### config.mk
export PLATFORM = sky130hd
export DESIGN_NAME = vibration_pattern_sequencer_flat
export DESIGN_NICKNAME = d
export VERILOG_FILES = /design/src/sv/vps_pkg.sv /design/src/sv/vps_req_if.sv /design/src/sv/vps_res_if.sv /design/src/sv/vps_core.sv /design/src/sv/vibration_pattern_sequencer.sv /design/src/flat_wrapper.sv
export SDC_FILE = /design/constraint.sdc
export NUM_CORES = 1
export LEC_CHECK = 0
export BUFFER_PORTS_ARGS = -buffer_cell sky130_fd_sc_hd__buf_4
export CORE_MARGIN = 1.5
export CORE_UTILIZATION = 62
export CTS_BUF_LIST = sky130_fd_sc_hd__clkbuf_4 sky130_fd_sc_hd__clkbuf_8
export CTS_CLUSTER_SIZE = 30
export DETAILED_ROUTE_END_ITERATION = 10
export PLACE_DENSITY = 0.82
export SETUP_SLACK_MARGIN = 0.5
export SLEW_MARGIN = 20
export SYNTH_ARGS = -nofsm -noshare
export SYNTH_HDL_FRONTEND = slang
export SYNTH_HIERARCHICAL = 1
export SYNTH_SLANG_ARGS = --single-unit
### constraint.sdc
create_clock -name clk -period 3.4 [get_ports clk]
set_input_delay 0 -clock clk [delete_from_list [all_inputs] [get_ports clk]]
set_output_delay 0 -clock clk [all_outputs]
set_load 0.02 [all_outputs]
### src/sv/vps_pkg.sv
// ----------------------------------------------------------------------------
// vps_pkg: shared definitions for the vibration pattern sequencer
// field widths, request codes, result bundle and the constant pattern table
// ----------------------------------------------------------------------------
package vps_pkg;

  localparam int PATTERN_TOTAL_DEF = 9;

  localparam int REQ_W = 2;
  localparam int ID_W  = 8;
  localparam int IDX_W = 4;
  localparam int MS_W  = 10;
  localparam int CNT_W = 5;

  typedef enum logic [REQ_W-1:0] {
    REQ_TICK  = 2'd0,
    REQ_START = 2'd1,
    REQ_STOP  = 2'd2
  } req_code_t;

  typedef struct packed {
    logic [MS_W-1:0]  on_ms;
    logic [CNT_W-1:0] count;
    logic [MS_W-1:0]  gap_ms;
  } pat_row_t;

  typedef struct packed {
    logic             motor_on;
    logic             busy_res;
    logic             status;
    logic [IDX_W-1:0] active_pattern;
  } vps_res_t;

  // on time, pulse count, gap; rows above the last pattern act as off
  function automatic pat_row_t pat_row(input logic [IDX_W-1:0] idx);
    pat_row_t r;
    case (idx)
      4'd1:    r = '{on_ms: 10'd100, count: 5'd1,  gap_ms: 10'd0};
      4'd2:    r = '{on_ms: 10'd500, count: 5'd1,  gap_ms: 10'd0};
      4'd3:    r = '{on_ms: 10'd120, count: 5'd2,  gap_ms: 10'd150};
      4'd4:    r = '{on_ms: 10'd80,  count: 5'd3,  gap_ms: 10'd100};
      4'd5:    r = '{on_ms: 10'd50,  count: 5'd20, gap_ms: 10'd30};
      4'd6:    r = '{on_ms: 10'd150, count: 5'd10, gap_ms: 10'd50};
      4'd7:    r = '{on_ms: 10'd60,  count: 5'd15, gap_ms: 10'd40};
      4'd8:    r = '{on_ms: 10'd200, count: 5'd2,  gap_ms: 10'd800};
      default: r = '{on_ms: 10'd0,   count: 5'd0,  gap_ms: 10'd0};
    endcase
    return r;
  endfunction

endpackage

### src/sv/vps_req_if.sv
// ----------------------------------------------------------------------------
// vps_req_if: request channel
// valid/ready handshake carrying request type and pattern id
// ----------------------------------------------------------------------------
interface vps_req_if;
  import vps_pkg::*;

  logic             valid;
  logic             ready;
  logic [REQ_W-1:0] req_type;
  logic [ID_W-1:0]  pattern_sel;

  modport source (output valid, output req_type, output pattern_sel, input ready);
  modport sink   (input valid, input req_type, input pattern_sel, output ready);
endinterface

### src/sv/vps_res_if.sv
// ----------------------------------------------------------------------------
// vps_res_if: result channel
// valid/ready handshake carrying motor level, busy, status and active pattern
// ----------------------------------------------------------------------------
interface vps_res_if;
  import vps_pkg::*;

  logic             valid;
  logic             ready;
  logic             motor_on;
  logic             busy_res;
  logic             status;
  logic [IDX_W-1:0] active_pattern;

  modport source (output valid, output motor_on, output busy_res, output status,
                  output active_pattern, input ready);
  modport sink   (input valid, input motor_on, input busy_res, input status,
                  input active_pattern, output ready);
endinterface

### src/sv/vps_core.sv
// ----------------------------------------------------------------------------
// vps_core: sequence state and next-state logic
// holds phase and counters, advances them by one request per step
// ----------------------------------------------------------------------------
module vps_core #(
  parameter int PATTERN_TOTAL = vps_pkg::PATTERN_TOTAL_DEF
) (
  input  logic                         clk,
  input  logic                         rst,
  input  logic                         step,
  input  logic [vps_pkg::REQ_W-1:0]    req_type,
  input  logic [vps_pkg::ID_W-1:0]     pattern_sel,
  output vps_pkg::vps_res_t            res_next
);
  import vps_pkg::*;

  typedef enum logic [1:0] {
    PH_IDLE = 2'd0,
    PH_ON   = 2'd1,
    PH_GAP  = 2'd2
  } phase_t;

  localparam logic [ID_W-1:0] ID_LIMIT = ID_W'(PATTERN_TOTAL);

  phase_t           phase, phase_next;
  logic [IDX_W-1:0] pattern_index, pattern_index_next;
  logic [MS_W-1:0]  ms_left, ms_left_next;
  logic [CNT_W-1:0] pulses_left, pulses_left_next;

  pat_row_t         run_row;
  pat_row_t         new_row;
  logic [MS_W-1:0]  ms_dec;
  logic [CNT_W-1:0] pl_dec;
  logic             id_bad;
  logic             status_next;

  always_comb begin
    run_row = pat_row(pattern_index);
    new_row = pat_row(pattern_sel[IDX_W-1:0]);
    id_bad  = (pattern_sel >= ID_LIMIT);
    ms_dec  = (ms_left != '0) ? ms_left - MS_W'(1) : '0;
    pl_dec  = (pulses_left != '0) ? pulses_left - CNT_W'(1) : '0;

    phase_next         = phase;
    pattern_index_next = pattern_index;
    ms_left_next       = ms_left;
    pulses_left_next   = pulses_left;
    status_next        = 1'b0;

    unique case (req_type)
      REQ_TICK: begin
        unique case (phase)
          PH_ON: begin
            if (ms_dec == '0) begin
              pulses_left_next = pl_dec;
              if (pl_dec == '0) begin
                phase_next         = PH_IDLE;
                pattern_index_next = '0;
                ms_left_next       = '0;
              end else if (run_row.gap_ms != '0) begin
                phase_next   = PH_GAP;
                ms_left_next = run_row.gap_ms;
              end else begin
                ms_left_next = run_row.on_ms;
              end
            end else begin
              ms_left_next = ms_dec;
            end
          end
          PH_GAP: begin
            if (ms_dec == '0) begin
              phase_next   = PH_ON;
              ms_left_next = run_row.on_ms;
            end else begin
              ms_left_next = ms_dec;
            end
          end
          default: ;
        endcase
      end
      REQ_START: begin
        if (id_bad) begin
          status_next = 1'b1;
        end else if (new_row.on_ms == '0 || new_row.count == '0) begin
          // off pattern
          phase_next         = PH_IDLE;
          pattern_index_next = '0;
          ms_left_next       = '0;
          pulses_left_next   = '0;
        end else begin
          phase_next         = PH_ON;
          pattern_index_next = pattern_sel[IDX_W-1:0];
          ms_left_next       = new_row.on_ms;
          pulses_left_next   = new_row.count;
        end
      end
      REQ_STOP: begin
        phase_next         = PH_IDLE;
        pattern_index_next = '0;
        ms_left_next       = '0;
        pulses_left_next   = '0;
      end
      default: ;
    endcase

    res_next.motor_on       = (phase_next == PH_ON);
    res_next.busy_res       = (phase_next != PH_IDLE);
    res_next.status         = status_next;
    res_next.active_pattern = pattern_index_next;
  end

  always_ff @(posedge clk) begin
    if (rst) begin
      phase         <= PH_IDLE;
      pattern_index <= '0;
      ms_left       <= '0;
      pulses_left   <= '0;
    end else if (step) begin
      phase         <= phase_next;
      pattern_index <= pattern_index_next;
      ms_left       <= ms_left_next;
      pulses_left   <= pulses_left_next;
    end
  end

`ifndef SYNTHESIS
  a_idle_clean: assert property (@(posedge clk) disable iff (rst)
    phase == PH_IDLE |-> pattern_index == '0 && pulses_left == '0 && ms_left == '0)
    else $error("idle phase with leftover sequence state");

  a_run_counters: assert property (@(posedge clk) disable iff (rst)
    phase != PH_IDLE |-> pulses_left != '0 && ms_left != '0 && pattern_index != '0)
    else $error("running phase with empty counters");

  a_run_known: assert property (@(posedge clk) disable iff (rst)
    phase != PH_IDLE |-> 32'(pattern_index) < PATTERN_TOTAL)
    else $error("running pattern outside the table");

  a_reject_hold: assert property (@(posedge clk) disable iff (rst)
    step && req_type == REQ_START && id_bad |=>
      phase == $past(phase) && ms_left == $past(ms_left) &&
      pulses_left == $past(pulses_left) && pattern_index == $past(pattern_index))
    else $error("rejected start changed sequence state");
`endif

endmodule

### src/sv/vibration_pattern_sequencer.sv
// ----------------------------------------------------------------------------
// vibration_pattern_sequencer: haptic motor pulse-train generator
// plays one of eight fixed on/gap patterns (ids 1 to 8, id 0 is off), advanced by 1 ms tick requests
// ----------------------------------------------------------------------------
// Every request transfer (tick, start or stop) yields exactly one result
// transfer showing the motor level, busy flag, status and running pattern
// after that request. The block takes one request per clock cycle at full
// rate while res.ready stays high; a request passes through the input
// register and then the result register before its result shows on the
// result port. The sequence state moves forward in the single cycle in
// which a request passes from the input register to the result register,
// so a stalled result port holds back at most the one request in the
// input register and req.ready drops only when both registers are full
// and res.ready is low. A start with an id at or above PATTERN_TOTAL
// returns status 1 and leaves the running sequence alone; pattern 0 and
// stop switch the motor off at once, and a start while running restarts
// from the first pulse.
// ----------------------------------------------------------------------------
module vibration_pattern_sequencer #(
  parameter int PATTERN_TOTAL = vps_pkg::PATTERN_TOTAL_DEF
) (
  input logic     clk,
  input logic     rst,
  vps_req_if.sink req,
  vps_res_if.source res
);
  import vps_pkg::*;

  // input register
  logic             in_valid;
  logic [REQ_W-1:0] in_req_type;
  logic [ID_W-1:0]  in_pattern_sel;

  // result register
  logic             res_valid;
  vps_res_t         res_data;
  vps_res_t         res_next;

  // request moves from input register into the result register
  logic             res_load;

  assign res_load  = in_valid && (!res_valid || res.ready);
  assign req.ready = !in_valid || res_load;

  vps_core #(
    .PATTERN_TOTAL (PATTERN_TOTAL)
  ) u_core (
    .clk         (clk),
    .rst         (rst),
    .step        (res_load),
    .req_type    (in_req_type),
    .pattern_sel (in_pattern_sel),
    .res_next    (res_next)
  );

  // handshake control
  always_ff @(posedge clk) begin
    if (rst) begin
      in_valid  <= 1'b0;
      res_valid <= 1'b0;
    end else begin
      if (req.ready) begin
        in_valid <= req.valid;
      end
      if (res_load) begin
        res_valid <= 1'b1;
      end else if (res.ready) begin
        res_valid <= 1'b0;
      end
    end
  end

  // payload, no reset needed
  always_ff @(posedge clk) begin
    if (req.valid && req.ready) begin
      in_req_type    <= req.req_type;
      in_pattern_sel <= req.pattern_sel;
    end
    if (res_load) begin
      res_data <= res_next;
    end
  end

  assign res.valid          = res_valid;
  assign res.motor_on       = res_data.motor_on;
  assign res.busy_res       = res_data.busy_res;
  assign res.status         = res_data.status;
  assign res.active_pattern = res_data.active_pattern;

endmodule

### src/flat_wrapper.sv
// flat-port wrapper written by rule: the top's interface ports become plain ports
module vibration_pattern_sequencer_flat import vps_pkg::*;
#(
  parameter int PATTERN_TOTAL = vps_pkg::PATTERN_TOTAL_DEF
)
  (clk, rst, req_valid, req_req_type, req_pattern_sel, req_ready, res_valid, res_motor_on, res_busy_res, res_status, res_active_pattern, res_ready);
  vps_req_if req_i ();
  vps_res_if res_i ();
  input logic clk;
  input logic rst;
  input wire logic [$bits(req_i.valid)-1:0] req_valid;
  input wire logic [$bits(req_i.req_type)-1:0] req_req_type;
  input wire logic [$bits(req_i.pattern_sel)-1:0] req_pattern_sel;
  output wire logic [$bits(req_i.ready)-1:0] req_ready;
  output wire logic [$bits(res_i.valid)-1:0] res_valid;
  output wire logic [$bits(res_i.motor_on)-1:0] res_motor_on;
  output wire logic [$bits(res_i.busy_res)-1:0] res_busy_res;
  output wire logic [$bits(res_i.status)-1:0] res_status;
  output wire logic [$bits(res_i.active_pattern)-1:0] res_active_pattern;
  input wire logic [$bits(res_i.ready)-1:0] res_ready;
  assign req_i.valid = req_valid;
  assign req_i.req_type = req_req_type;
  assign req_i.pattern_sel = req_pattern_sel;
  assign req_ready = req_i.ready;
  assign res_valid = res_i.valid;
  assign res_motor_on = res_i.motor_on;
  assign res_busy_res = res_i.busy_res;
  assign res_status = res_i.status;
  assign res_active_pattern = res_i.active_pattern;
  assign res_i.ready = res_ready;
  vibration_pattern_sequencer #(.PATTERN_TOTAL(PATTERN_TOTAL)) u_core (.clk(clk), .rst(rst), .req(req_i), .res(res_i));
endmodule
# == Word level (Yosys, flattened, before mapping) ==
# Memory sizes are Yosys's and may differ from the RTL's. A register that Yosys moved wholly into a read port is not among the register bits.
# Cells that the tools add are included.
# Widths: inputs -> output; s select.
# word_totals
in_bits,14
out_inout_bits,9
romBits,704
word_cells,81
regBits,40
memories,2
# mem_list
memory,depth,width,rd,rd_clocked_by_memory_dff,write_ports,line_no,source
(name not given),16,22,1,1,0,vps_pkg.sv:37,case (idx)
(name not given),16,22,1,1,0,vps_pkg.sv:37,
# classes
mux,35
reduce_logical,20
n_lt_le_gt_ge,1
add_sub_neg,2
eq_ne,9
# ops
op,count
$mux 10,7
$mux 4,8
$pmux 10 s3,1
$mux 5,5
$logic_not 10->1,2
$pmux 10 s2,1
$reduce_bool 10->1,2
$pmux 5 s3,1
$pmux 4 s3,1
$logic_not 5->1,2
$mux 2,5
$sub 10x1->10 const B,1
$ge 8x4->1 const B,1
$eq 2x1->1 const B,3
$pmux 2 s3,1
$reduce_and 5->1,1
$reduce_bool 5->1,1
$sub 5x1->5 const B,1
$eq 2x2->1 const B,2
$mux 1,4
$ne 2x2->1 const B,2
$pmux 2 s2,1
$reduce_and 4->1,1
$reduce_bool 2->1,2
7 further kinds,11

# == Logic depth before layout (Yosys ltp) ==
# Gate-level depths: netlist of the first run.
# logic_depth
depth_word,9
ltp_mapped,13
mapped_depth_nobuf,12

# == Cells and area by module ==
# Netlist of the first run, hierarchy kept.
# modules_own_cells
mod,cells_each,seq_area_each_um2,instances,area_each_um2
vps_core,337,720.7,1,2696.3
vibration_pattern_sequencer,27,550.5,1,614.3

# == Worst setup path before layout of the first run ==
# No wires, ideal clock.
# synth_timing
kind,reg2reg
from,register u_core.u_core.pulses_left[0]
to,"register, netlist name u_core/u_core/run_row[5]"
arrival_time_ns,2.803
path_buffers,0
path_slack_ns,0.538
synth_period_minus_slack_ns,2.862
setup_ns,0.059
stages_incl_launch_ff,12
required_ns,3.341
cell_sequence,dfxtp_1 inv_1 ha_1 or4_1 a311oi_2 nand2_2 o31a_4 o21ai_0 a21o_1 ha_1 nor4b_4 a31o_1
# synth_between
elab_chain_cells,9
word_cells_on_any_way,10
classes_between,add/sub: 1; mux: 7; reduce/logical: 2
# synth_rtl
element,line_no,source
"start, declared",vps_core.sv:28,"logic [CNT_W-1:0] pulses_left, pulses_left_next;"
"start signal, assigned",vps_core.sv:122,pulses_left <= pulses_left_next;
$sub 5x1->5 / $reduce_bool 5->1 (equally long branches),vps_core.sv:42,pl_dec = (pulses_left != '0) ? pulses_left - CNT_W'(1) : '0;
$mux 5 *,vps_core.sv:42,
$logic_not 5->1 *,vps_core.sv:56,if (pl_dec == '0) begin
$mux 4 *,vps_core.sv:56,
$mux 4 *,vps_core.sv:54,if (ms_dec == '0) begin
$mux 4 *,vps_core.sv:52,unique case (phase)
$pmux 4 s3 *,vps_core.sv:50,unique case (req_type)
$mux 4 (no line) * (2 in series),--,
# Mark *: on every way between the ends. The rest lies on a longest branch, timed or not.
# A chain may end at the register's enable or synchronous reset.

# == Final worst setup path of the first run ==
# layout_timing
from,register u_core.u_core.pulses_left[0]
to,"register, netlist name u_core/u_core/run_row[4]"
# layout_between
elab_chain_cells,9
word_cells_on_any_way,10
classes_between,add/sub: 1; mux: 7; reduce/logical: 2
# layout_rtl
element,line_no
$sub 5x1->5 / $reduce_bool 5->1 (equally long branches),vps_core.sv:42
$mux 5 *,vps_core.sv:42
$logic_not 5->1 *,vps_core.sv:56
$mux 4 *,vps_core.sv:56
$mux 4 *,vps_core.sv:54
$mux 4 *,vps_core.sv:52
$pmux 4 s3 *,vps_core.sv:50
$mux 4 (no line) * (2 in series),--
# Marks and branches as above.

==> results of run 1 <==
[Yosys cell counts (2+ instances only)]
cell type / number
sky130_fd_sc_hd__o21bai_1: 2
sky130_fd_sc_hd__a31oi_1: 6
sky130_fd_sc_hd__xnor2_1: 3
sky130_fd_sc_hd__inv_1: 24
sky130_fd_sc_hd__or4_1: 3
sky130_fd_sc_hd__and2_1: 3
sky130_fd_sc_hd__mux2_2: 2
sky130_fd_sc_hd__clkbuf_1: 11
sky130_fd_sc_hd__nor2b_1: 5
sky130_fd_sc_hd__a211oi_1: 4
sky130_fd_sc_hd__nor2_1: 32
sky130_fd_sc_hd__nand2_2: 2
sky130_fd_sc_hd__nor4_1: 6
sky130_fd_sc_hd__a21oi_2: 2
sky130_fd_sc_hd__a21o_1: 7
sky130_fd_sc_hd__o221ai_1: 4
sky130_fd_sc_hd__dfxtp_1: 38
sky130_fd_sc_hd__nor3b_1: 5
sky130_fd_sc_hd__nand4_1: 2
sky130_fd_sc_hd__o211a_1: 3
sky130_fd_sc_hd__o22ai_1: 2
sky130_fd_sc_hd__o21a_1: 3
sky130_fd_sc_hd__o31ai_2: 2
sky130_fd_sc_hd__nand2_1: 24
sky130_fd_sc_hd__xor2_1: 3
sky130_fd_sc_hd__nor3_1: 9
sky130_fd_sc_hd__and3_1: 2
sky130_fd_sc_hd__edfxtp_1: 17
sky130_fd_sc_hd__a22oi_1: 3
sky130_fd_sc_hd__or2_2: 3
sky130_fd_sc_hd__or3_1: 2
sky130_fd_sc_hd__a221oi_1: 2
sky130_fd_sc_hd__nand3_1: 8
sky130_fd_sc_hd__mux2i_1: 5
sky130_fd_sc_hd__ha_1: 16
sky130_fd_sc_hd__a22o_1: 13
sky130_fd_sc_hd__o21ai_0: 22
sky130_fd_sc_hd__nand2b_1: 6
sky130_fd_sc_hd__a21oi_1: 25
sky130_fd_sc_hd__o31ai_1: 2
[routing by layer]
metal / wire length [um] / vias up
met4: 431 / 0
li1: - / 1446
met2: 4620 / 205
met5: 0 / -
met3: 772 / 50
met1: 3650 / 1501
[cell families (layout without fill, tap and decap cells)]
| group | Yosys count | in the layout |
|---|---|---|
| AND/OR/NAND/NOR | 126 | 126 |
| XOR/XNOR | 6 | 6 |
| adder cells (fa/ha/maj) | 16 | 16 |
| multiplexers | 7 | 7 |
| buffers and inverters | 37 | 87 |
| flip-flops | 55 | 55 |
| AO/OA/AOI/OAI | 117 | 117 |
[stage by stage]
step / cells / power (uW)
floorplan: 364 / 937
global placement: 446 / 1010
detailed placement: 446 / 1020
CTS: 474 / 1400
global route: 484 / 1500
finish: 484 / 1440
[critical path: stages (launching register included)]
cell	delay, ns
sky130_fd_sc_hd__dfxtp_4	0.36
sky130_fd_sc_hd__buf_4	0.13
sky130_fd_sc_hd__or4_4	0.54
sky130_fd_sc_hd__a311oi_4	0.31
sky130_fd_sc_hd__nand2_2	0.16
sky130_fd_sc_hd__o31a_4	0.37
sky130_fd_sc_hd__buf_4	0.15
sky130_fd_sc_hd__o21ai_0	0.47
sky130_fd_sc_hd__nand2_1	0.22
sky130_fd_sc_hd__o21ai_0	0.13
[worst paths after layout]
kind,slack [ns],depth (start not counted),end
max,0.49,9,u_core/u_core/run_row[4]
max reg2reg,0.49,9,u_core/u_core/run_row[4]
min,0.04,2,u_core/u_core/ms_left[0]
min reg2reg,0.50,2,u_core/res.valid
[layout by cell type, fill, tap and decap left out, types with 3 or more instances in the layout]
cell type	instances
sky130_fd_sc_hd__o21ai_0	20
sky130_fd_sc_hd__a21oi_1	25
sky130_fd_sc_hd__nor3_1	9
sky130_fd_sc_hd__nor4_1	5
sky130_fd_sc_hd__a22o_1	13
sky130_fd_sc_hd__nor2_1	31
sky130_fd_sc_hd__nand2_2	4
sky130_fd_sc_hd__a211oi_1	4
sky130_fd_sc_hd__clkbuf_8	5
sky130_fd_sc_hd__dlygate4sd3_1	13
sky130_fd_sc_hd__nor2b_1	5
sky130_fd_sc_hd__inv_1	23
sky130_fd_sc_hd__buf_4	41
sky130_fd_sc_hd__a31oi_1	6
sky130_fd_sc_hd__nand2b_1	6
sky130_fd_sc_hd__dfxtp_2	4
sky130_fd_sc_hd__edfxtp_1	17
sky130_fd_sc_hd__and2_1	3
sky130_fd_sc_hd__xor2_1	3
sky130_fd_sc_hd__o21a_1	3
sky130_fd_sc_hd__a22oi_1	3
sky130_fd_sc_hd__ha_2	3
sky130_fd_sc_hd__nor3b_1	4
sky130_fd_sc_hd__ha_1	12
sky130_fd_sc_hd__or2_2	3
sky130_fd_sc_hd__o221ai_1	4
sky130_fd_sc_hd__nand3_1	8
sky130_fd_sc_hd__nand2_1	22
sky130_fd_sc_hd__o211a_1	3
sky130_fd_sc_hd__xnor2_1	3
sky130_fd_sc_hd__a21o_1	7
sky130_fd_sc_hd__dfxtp_1	33
sky130_fd_sc_hd__mux2i_1	5
[power breakdown]
part / leakage [uW] / internal (uW) / switching [uW]
clock network: 0.0000495 / 157 / 221
registers: 0.000476 / 697 / 24.5
logic: 0.00113 / 139 / 203
[layout make-up]
type,instances,area (um^2)
tap,70,87.6
timing repair buffer,55,449
clock buffer,6,76.3
fill,356,1160
sequential,55,1280
inverter,24,90.1
clock inverter,2,15.0
multi-input combinational,272,1980
[repair_timing]
action                                  CTS  global route
pin swaps                                 6            10
gates resized for setup                   8            21
hold endpoints to repair                 12             0
hold buffers                             13             0
endpoints found under the setup margin   15            15
setup buffers                             7            10
[registers in the layout (all words and copies together), names as in the netlist]
name                         cells
u_core/u_core/run_row           15
u_core/u_core/pattern_index      4
u_core/res.valid                 1
u_core/res.active_pattern        4
u_core/in_pattern_sel            8
u_core/u_core/phase              2
u_core/in_valid                  1
u_core/res.busy_res              1
u_core/res.motor_on              1
u_core/in_req_type               2
u_core/u_core/pulses_left        5
u_core/u_core/ms_left           10
u_core/res.status                1
==> report_table.html, run 1 <==
<table>
<tr><th>Metric</th><th>Value</th></tr>
<tr><th colspan="2">Status</th></tr>
<tr><td>Run status</td><td>completed</td></tr>
<tr><th colspan="2">Clocking</th></tr>
<tr><td>CTS tree</td><td>done</td></tr>
<tr><td>Clock insertion delay at the later pin of the skew report</td><td>0.32 ns</td></tr>
<tr><td>CTS H-tree lvls</td><td>2</td></tr>
<tr><td>Number of sinks on the clock net</td><td>55</td></tr>
<tr><td>Clk root buf</td><td>sky130_fd_sc_hd__clkbuf_8</td></tr>
<tr><td>TritonCTS Buffers</td><td>5</td></tr>
<tr><td>Clock transition at the registers of the reported paths</td><td>0.10 ns</td></tr>
<tr><td>Maximum buffer depth of the clock tree</td><td>2</td></tr>
<tr><th colspan="2">STA</th></tr>
<tr><td>Setup TNS</td><td>0 ns</td></tr>
<tr><td>Minimum clock period after layout</td><td>2.91 ns</td></tr>
<tr><td>Clock skew</td><td>0.00922 ns</td></tr>
<tr><td>Number of hold violations in the final report</td><td>0</td></tr>
<tr><td>Setup slack after layout</td><td>a little under 0.5 ns</td></tr>
<tr><td>RSZ-0062 raised after global routing</td><td>yes</td></tr>
<tr><td>Final setup viols</td><td>0</td></tr>
<tr><td>Tcrit/Tclk final</td><td>0.855</td></tr>
<tr><td>Worst hold-check slack</td><td>0.0389 ns</td></tr>
<tr><td>Slew of the pin with the lowest slew margin</td><td>approximately 0.71 ns</td></tr>
<tr><td>Max Clk Rate</td><td>344 MHz</td></tr>
<tr><td>Max-slew violations</td><td>0</td></tr>
<tr><td>Relative max-transition margin</td><td>0.522</td></tr>
<tr><th colspan="2">Logic synthesis</th></tr>
<tr><td>Mapped cell area</td><td>approximately 0.0033 mm^2</td></tr>
<tr><td>Fraction of registers with async set/reset</td><td>0</td></tr>
<tr><td>Syn Nets</td><td>394</td></tr>
<tr><td>Prevailing post-synth register cell</td><td>sky130_fd_sc_hd__dfxtp_1</td></tr>
<tr><td>Number of storage elements in the synthesis netlist</td><td>55</td></tr>
<tr><td>Seq/Total Area, Yosys</td><td>0.384</td></tr>
<tr><td>Fraction of the mapped netlist area in compound gates</td><td>0.263</td></tr>
<tr><td>Number of warning messages in the yosys log</td><td>6</td></tr>
<tr><td>Portion of synthesized cell area occupied by the leading cell type</td><td>0.230</td></tr>
<tr><td>Dominant combinational cell family by area after synthesis</td><td>compound AO/OA/AOI/OAI gates</td></tr>
<tr><td>Post-synthesis share of cell area spent on full adders, half adders and majority gates</td><td>0.0605</td></tr>
<tr><td>Post-synthesis area per instance</td><td>9.10 um^2</td></tr>
<tr><td>Multiplexer fraction of the synthesized cell area</td><td>0.0219</td></tr>
<tr><td>Simple-gate share of the synthesized area</td><td>0.212</td></tr>
<tr><td>Largest area contributor in the synthesized netlist</td><td>sky130_fd_sc_hd__dfxtp_1</td></tr>
<tr><td>Library cells used by synthesis</td><td>71</td></tr>
<tr><td>Synth area leaders</td><td>sky130_fd_sc_hd__dfxtp_1 (23%), sky130_fd_sc_hd__edfxtp_1 (15%), sky130_fd_sc_hd__ha_1 (6.0%)</td></tr>
<tr><td>Xor/xnor share of the synthesized area</td><td>0.0159</td></tr>
<tr><td>Number of flops mapped to enable cells by yosys</td><td>17</td></tr>
<tr><td>Post-synthesis instance total</td><td>364</td></tr>
<tr><th colspan="2">Finish</th></tr>
<tr><td>Ratio of cells with drive above 1 in the final layout</td><td>0.232</td></tr>
<tr><td>Relative area change from synthesis to final layout</td><td>20.1%</td></tr>
<tr><td>End-of-flow core utilization</td><td>0.774</td></tr>
<tr><td>Count of antenna diodes in the layout</td><td>0</td></tr>
<tr><td>Total non-filler cell area in the finished layout</td><td>0.00398 mm^2</td></tr>
<tr><td>Net count, final</td><td>443</td></tr>
<tr><th colspan="2">Setup path</th></tr>
<tr><td>Req. time, crit path</td><td>3.64 ns</td></tr>
<tr><td>Critical Setup Path Class</td><td>reg2reg</td></tr>
<tr><td>Data arrival time of the critical path</td><td>3.14 ns</td></tr>
<tr><td>Endpoint type of the worst setup path</td><td>flop</td></tr>
<tr><td>Start of the worst register-to-register path</td><td>u_core/u_core/pulses_left[0]</td></tr>
<tr><td>Startpoint of the most critical setup path</td><td>u_core/u_core/pulses_left[0]</td></tr>
<tr><td>Startpoint kind of the worst setup timing path</td><td>flop</td></tr>
<tr><td>Highest fanout seen on the critical path</td><td>4</td></tr>
<tr><th colspan="2">Global routing</th></tr>
<tr><td>Pin count of the biggest net entering global routing</td><td>20</td></tr>
<tr><td>GR Util All Layers</td><td>0.304</td></tr>
<tr><td>Antenna violations before repair</td><td>0</td></tr>
<tr><td>Met2 usage in global routing</td><td>0.504</td></tr>
<tr><td>Met1 Track Usage GR</td><td>0.400</td></tr>
<tr><td>Wire length of the first global-routing pass</td><td>14000 um</td></tr>
<tr><td>Remaining global-route overflow</td><td>0</td></tr>
<tr><td>Vias in the first global route</td><td>approximately 2900</td></tr>
<tr><td>Most Crowded Layer GR</td><td>met2</td></tr>
<tr><td>GR Layer Usage met3</td><td>0.0431</td></tr>
<tr><th colspan="2">Floorplan</th></tr>
<tr><td>Site row count</td><td>26</td></tr>
<tr><td>Die Wd</td><td>76.1 um</td></tr>
<tr><td>Starting density of the core</td><td>0.644</td></tr>
<tr><td>Die area</td><td>0.00579 mm^2</td></tr>
<tr><td>Io pins</td><td>23</td></tr>
<tr><td>Vertical extent of the die</td><td>76.1 um</td></tr>
<tr><td>CORE AREA</td><td>0.00514 mm^2</td></tr>
<tr><th colspan="2">Routing</th></tr>
<tr><td>First-pass iteration count of the detailed router</td><td>5</td></tr>
<tr><td>Initial drt markers</td><td>446</td></tr>
<tr><td>Antenna violation net count after detailed routing</td><td>0</td></tr>
<tr><td>Vias per cell</td><td>6.62</td></tr>
<tr><td>DRT Wirelength</td><td>9470 um</td></tr>
<tr><td>Routed len/inst</td><td>19.6 um</td></tr>
<tr><td>Post-detailed-route DRC marker count</td><td>0</td></tr>
<tr><td>Total vias in the final route</td><td>roughly 3200</td></tr>
<tr><th colspan="2">Place</th></tr>
<tr><td>Final HPWL DP</td><td>5800 um</td></tr>
<tr><td>Placement Setup Slack</td><td>between 0.2 and 0.25 ns</td></tr>
<tr><td>Number of buffers inserted by port buffering</td><td>22</td></tr>
<tr><td>Placed Instance Area</td><td>0.00353 mm^2</td></tr>
<tr><td>Gpl congestion</td><td>0.924</td></tr>
<tr><th colspan="2">Power</th></tr>
<tr><td>P_leak</td><td>0.00166 uW</td></tr>
<tr><td>Power density over cell area</td><td>362 mW/mm^2</td></tr>
<tr><td>Worst supply voltage drop on vdd</td><td>0.309 mV</td></tr>
<tr><th colspan="2">Min path</th></tr>
<tr><td>Startpoint of the tightest hold check path</td><td>rst</td></tr>
<tr><td>Min-Delay Path Class</td><td>in2reg</td></tr>
<tr><th colspan="2">Job</th></tr>
<tr><td>Number of violations of the max-capacitance limit</td><td>0</td></tr>
</table>
Note: power is estimated with default switching activity, not from simulation.
==> run 2, diff against run 1 <==
Settings changed: CORE_UTILIZATION 62 to 56, PLACE_DENSITY 0.82 to 0.75.
Clock period 3.4 ns to 3.6 ns, I/O delays scaled along.
==> report_table.html, run 2 (synthesis gave the netlist of run 1 again) <==
<table>
<tr><th>Metric</th><th>Value</th></tr>
<tr><th colspan="2">Global routing</th></tr>
<tr><td>Vias in the first global route</td><td>2815 (-1.7%)</td></tr>
<tr><td>GR Util All Layers</td><td>0.281 (-0.0235)</td></tr>
<tr><td>Pin count of the biggest net entering global routing</td><td>20 (unchanged)</td></tr>
<tr><td>Met1 Track Usage GR</td><td>0.379 (-0.0213)</td></tr>
<tr><td>Antenna violations before repair</td><td>0 (unchanged)</td></tr>
<tr><td>GR Layer Usage met3</td><td>0.0366 (-0.00654)</td></tr>
<tr><td>Wire length of the first global-routing pass</td><td>13800 um (-1.7%)</td></tr>
<tr><td>Met2 usage in global routing</td><td>0.461 (-0.0423)</td></tr>
<tr><td>Most Crowded Layer GR</td><td>met2</td></tr>
<tr><td>Remaining global-route overflow</td><td>0 (unchanged)</td></tr>
<tr><th colspan="2">Finish</th></tr>
<tr><td>Flip-flop count of the largest register, all copies and words added</td><td>15 (unchanged)</td></tr>
<tr><td>Ratio of cells with drive above 1 in the final layout</td><td>0.191 (-0.0413)</td></tr>
<tr><td>Fill cell count</td><td>453 (+27%)</td></tr>
<tr><td>Net count, final</td><td>433 (-2.3%)</td></tr>
<tr><td>Number of non-filler instances in the completed layout</td><td>476 (-1.7%)</td></tr>
<tr><td>Relative area change from synthesis to final layout</td><td>17.4%</td></tr>
<tr><td>Count of antenna diodes in the layout</td><td>0 (unchanged)</td></tr>
<tr><td>Leading cell type in the layout, fill and taps excluded</td><td>sky130_fd_sc_hd__dfxtp_1</td></tr>
<tr><td>Most frequent cells in the layout</td><td>sky130_fd_sc_hd__dfxtp_1 (34), sky130_fd_sc_hd__buf_4 (32), sky130_fd_sc_hd__nor2_1 (32)</td></tr>
<tr><th colspan="2">Status</th></tr>
<tr><td>Run status</td><td>completed</td></tr>
<tr><th colspan="2">STA</th></tr>
<tr><td>Worst hold-check slack</td><td>0.0349 ns (-0.00398 ns)</td></tr>
<tr><td>Clock skew</td><td>0.0202 ns (+0.0110 ns)</td></tr>
<tr><td>Setup slack after layout</td><td>0.628 ns (+0.137 ns)</td></tr>
<tr><td>Number of hold violations in the final report</td><td>0 (unchanged)</td></tr>
<tr><td>Final setup viols</td><td>0 (unchanged)</td></tr>
<tr><td>Slew of the pin with the lowest slew margin</td><td>0.753 ns (+0.0415 ns)</td></tr>
<tr><td>Max-slew violations</td><td>0 (unchanged)</td></tr>
<tr><td>RSZ-0062 raised after global routing</td><td>no</td></tr>
<tr><td>Relative max-transition margin</td><td>0.496 (-0.0252)</td></tr>
<tr><td>Setup TNS</td><td>0 ns (unchanged)</td></tr>
<tr><td>Minimum clock period after layout</td><td>2.97 ns (+0.0635 ns)</td></tr>
<tr><td>Max Clk Rate</td><td>337 MHz (-2.1%)</td></tr>
<tr><td>Tcrit/Tclk final</td><td>0.825 (-0.0299)</td></tr>
<tr><th colspan="2">Routing</th></tr>
<tr><td>Antenna violation net count after detailed routing</td><td>0 (unchanged)</td></tr>
<tr><td>Post-detailed-route DRC marker count</td><td>0 (unchanged)</td></tr>
<tr><td>Routed len/inst</td><td>17.7 um (-9.4%)</td></tr>
<tr><td>Initial drt markers</td><td>340 (-24%)</td></tr>
<tr><td>DRT Wirelength</td><td>8440 um (-11%)</td></tr>
<tr><td>Total vias in the final route</td><td>3004 (-6.2%)</td></tr>
<tr><td>Vias per cell</td><td>6.31 (-4.6%)</td></tr>
<tr><td>First-pass iteration count of the detailed router</td><td>6 (+1)</td></tr>
<tr><th colspan="2">Power</th></tr>
<tr><td>Reg power frac</td><td>0.483 (-0.018)</td></tr>
<tr><td>Int Pwr</td><td>992 uW (-0.11%)</td></tr>
<tr><td>Power density over cell area</td><td>362 mW/mm^2 (about the same)</td></tr>
<tr><td>Proportion of power drawn by the clock network</td><td>0.303 (+0.041)</td></tr>
<tr><td>Gate power share</td><td>0.214 (-0.023)</td></tr>
<tr><td>P_leak</td><td>0.00162 uW (-2.4%)</td></tr>
<tr><td>Switching fraction of total power</td><td>0.295 (-0.0158)</td></tr>
<tr><td>Switching power summed over all nets</td><td>415 uW (-7.3%)</td></tr>
<tr><td>Worst supply voltage drop on vdd</td><td>0.231 mV (-25%)</td></tr>
<tr><th colspan="2">Clocking</th></tr>
<tr><td>Maximum buffer depth of the clock tree</td><td>2 (unchanged)</td></tr>
<tr><td>CTS H-tree lvls</td><td>2 (unchanged)</td></tr>
<tr><td>CTS tree</td><td>done</td></tr>
<tr><td>TritonCTS Buffers</td><td>5 (unchanged)</td></tr>
<tr><td>Clock insertion delay at the later pin of the skew report</td><td>0.32 ns (about the same)</td></tr>
<tr><td>Clk root buf</td><td>sky130_fd_sc_hd__clkbuf_8</td></tr>
<tr><td>Clock transition at the registers of the reported paths</td><td>0.12 ns (+0.02 ns)</td></tr>
<tr><td>Number of sinks on the clock net</td><td>55 (unchanged)</td></tr>
<tr><th colspan="2">Job</th></tr>
<tr><td>Number of violations of the max-capacitance limit</td><td>0 (unchanged)</td></tr>
<tr><th colspan="2">Setup path</th></tr>
<tr><td>Req. time, crit path</td><td>3.80 ns (+0.16 ns)</td></tr>
<tr><td>Data arrival time of the critical path</td><td>3.17 ns (+0.03 ns)</td></tr>
<tr><td>CP bufs+invs</td><td>2 (unchanged)</td></tr>
<tr><td>Crit path largest cell delay</td><td>0.44 ns (-0.10 ns)</td></tr>
<tr><td>Startpoint kind of the worst setup timing path</td><td>flop</td></tr>
<tr><td>Endpoint type of the worst setup path</td><td>flop</td></tr>
<tr><td>CP delay by family, top</td><td>compound AO/OA/AOI/OAI gates</td></tr>
<tr><td>Critical Setup Path Class</td><td>reg2reg</td></tr>
<tr><td>Crit-path slowest cell</td><td>sky130_fd_sc_hd__or4_4</td></tr>
<tr><td>Chain of cells forming the critical path</td><td>inv_1, ha_2, or4_4, a311oi_4, nand2_2, o31a_4, o21ai_1, a21o_1, buf_4, ha_1, nand2_1, o21ai_0</td></tr>
<tr><td>Highest fanout seen on the critical path</td><td>7 (+3)</td></tr>
<tr><th colspan="2">Min path</th></tr>
<tr><td>Min-Delay Path Class</td><td>in2reg</td></tr>
<tr><th colspan="2">Place</th></tr>
<tr><td>Placed Cells incl. Taps</td><td>449 (+0.67%)</td></tr>
<tr><td>Number of buffers inserted by port buffering</td><td>22 (unchanged)</td></tr>
<tr><td>Final HPWL DP</td><td>5830 um (+0.62%)</td></tr>
<tr><td>Placement Setup Slack</td><td>0.404 ns (+0.166 ns)</td></tr>
<tr><td>Gpl congestion</td><td>0.983 (+6.3%)</td></tr>
<tr><th colspan="2">Floorplan</th></tr>
<tr><td>CORE AREA</td><td>0.00561 mm^2 (+9.1%)</td></tr>
<tr><td>Die Wd</td><td>79.9 um (+5.0%)</td></tr>
<tr><td>Vertical extent of the die</td><td>79.9 um (+5.0%)</td></tr>
<tr><td>Die area</td><td>0.00638 mm^2 (+10%)</td></tr>
<tr><td>Site row count</td><td>27 (+3.8%)</td></tr>
<tr><td>Io pins</td><td>23 (unchanged)</td></tr>
<tr><td>Starting density of the core</td><td>0.590 (-0.0537)</td></tr>
</table>
run 2: final timing paths:
check / start / end / slack (ns) / depth (start not counted)
worst min register to register: u_core/in_valid / u_core/res.valid / 0.52 / 2
worst min-delay path: rst / u_core/u_core/ms_left[0] / 0.03 / 2
worst max register to register: u_core/u_core/pulses_left[1] / u_core/u_core/run_row[4] / 0.63 / 12
worst max-delay path: u_core/u_core/pulses_left[1] / u_core/u_core/run_row[4] / 0.63 / 12
run 2: power groups by stage:
stage	combinational (uW)	clock [uW]	sequential, uW
floorplan	195	0	691
global placement	261	0	693
detailed placement	264	0	694
CTS	284	433	680
global route	327	457	683
finish	302	427	679
run 2: stage by stage:
stage                     utilization  area (um^2)  total power, uW
after global placement          0.632         3540              954
after global routing            0.693         3890             1470
final                           0.693         3890             1410
after detailed placement        0.632         3540              958
after CTS                       0.682         3820             1400
after floorplan                     -         3310              885
run 2: area by class of cell:
class	instances	area, um^2	area share
Tap cell	72	90.1	0.0232
Clock inverter	3	47.5	0.0122
Inverter	24	90.1	0.0232
Clock buffer	5	68.8	0.0177
Multi-Input combinational cell	272	1940	0.499
Sequential cell	55	1280	0.329
Timing Repair Buffer	45	370	0.0953
run 2: what timing repair did:
item | in CTS | in global routing
resized for setup | 2 | 13
buffers inserted | 3 | 3
setup endpoints to repair | 7 | 14
pin swaps | 3 | 3
hold buffers | 13 | 0
endpoints found under the hold margin | 12 | 0
run 2: layer usage:
layer  wire (um)  part of all wire
met4         132             0.016
met3         601             0.071
met2        4050              0.48
met1        3660              0.43
met5           0                 0
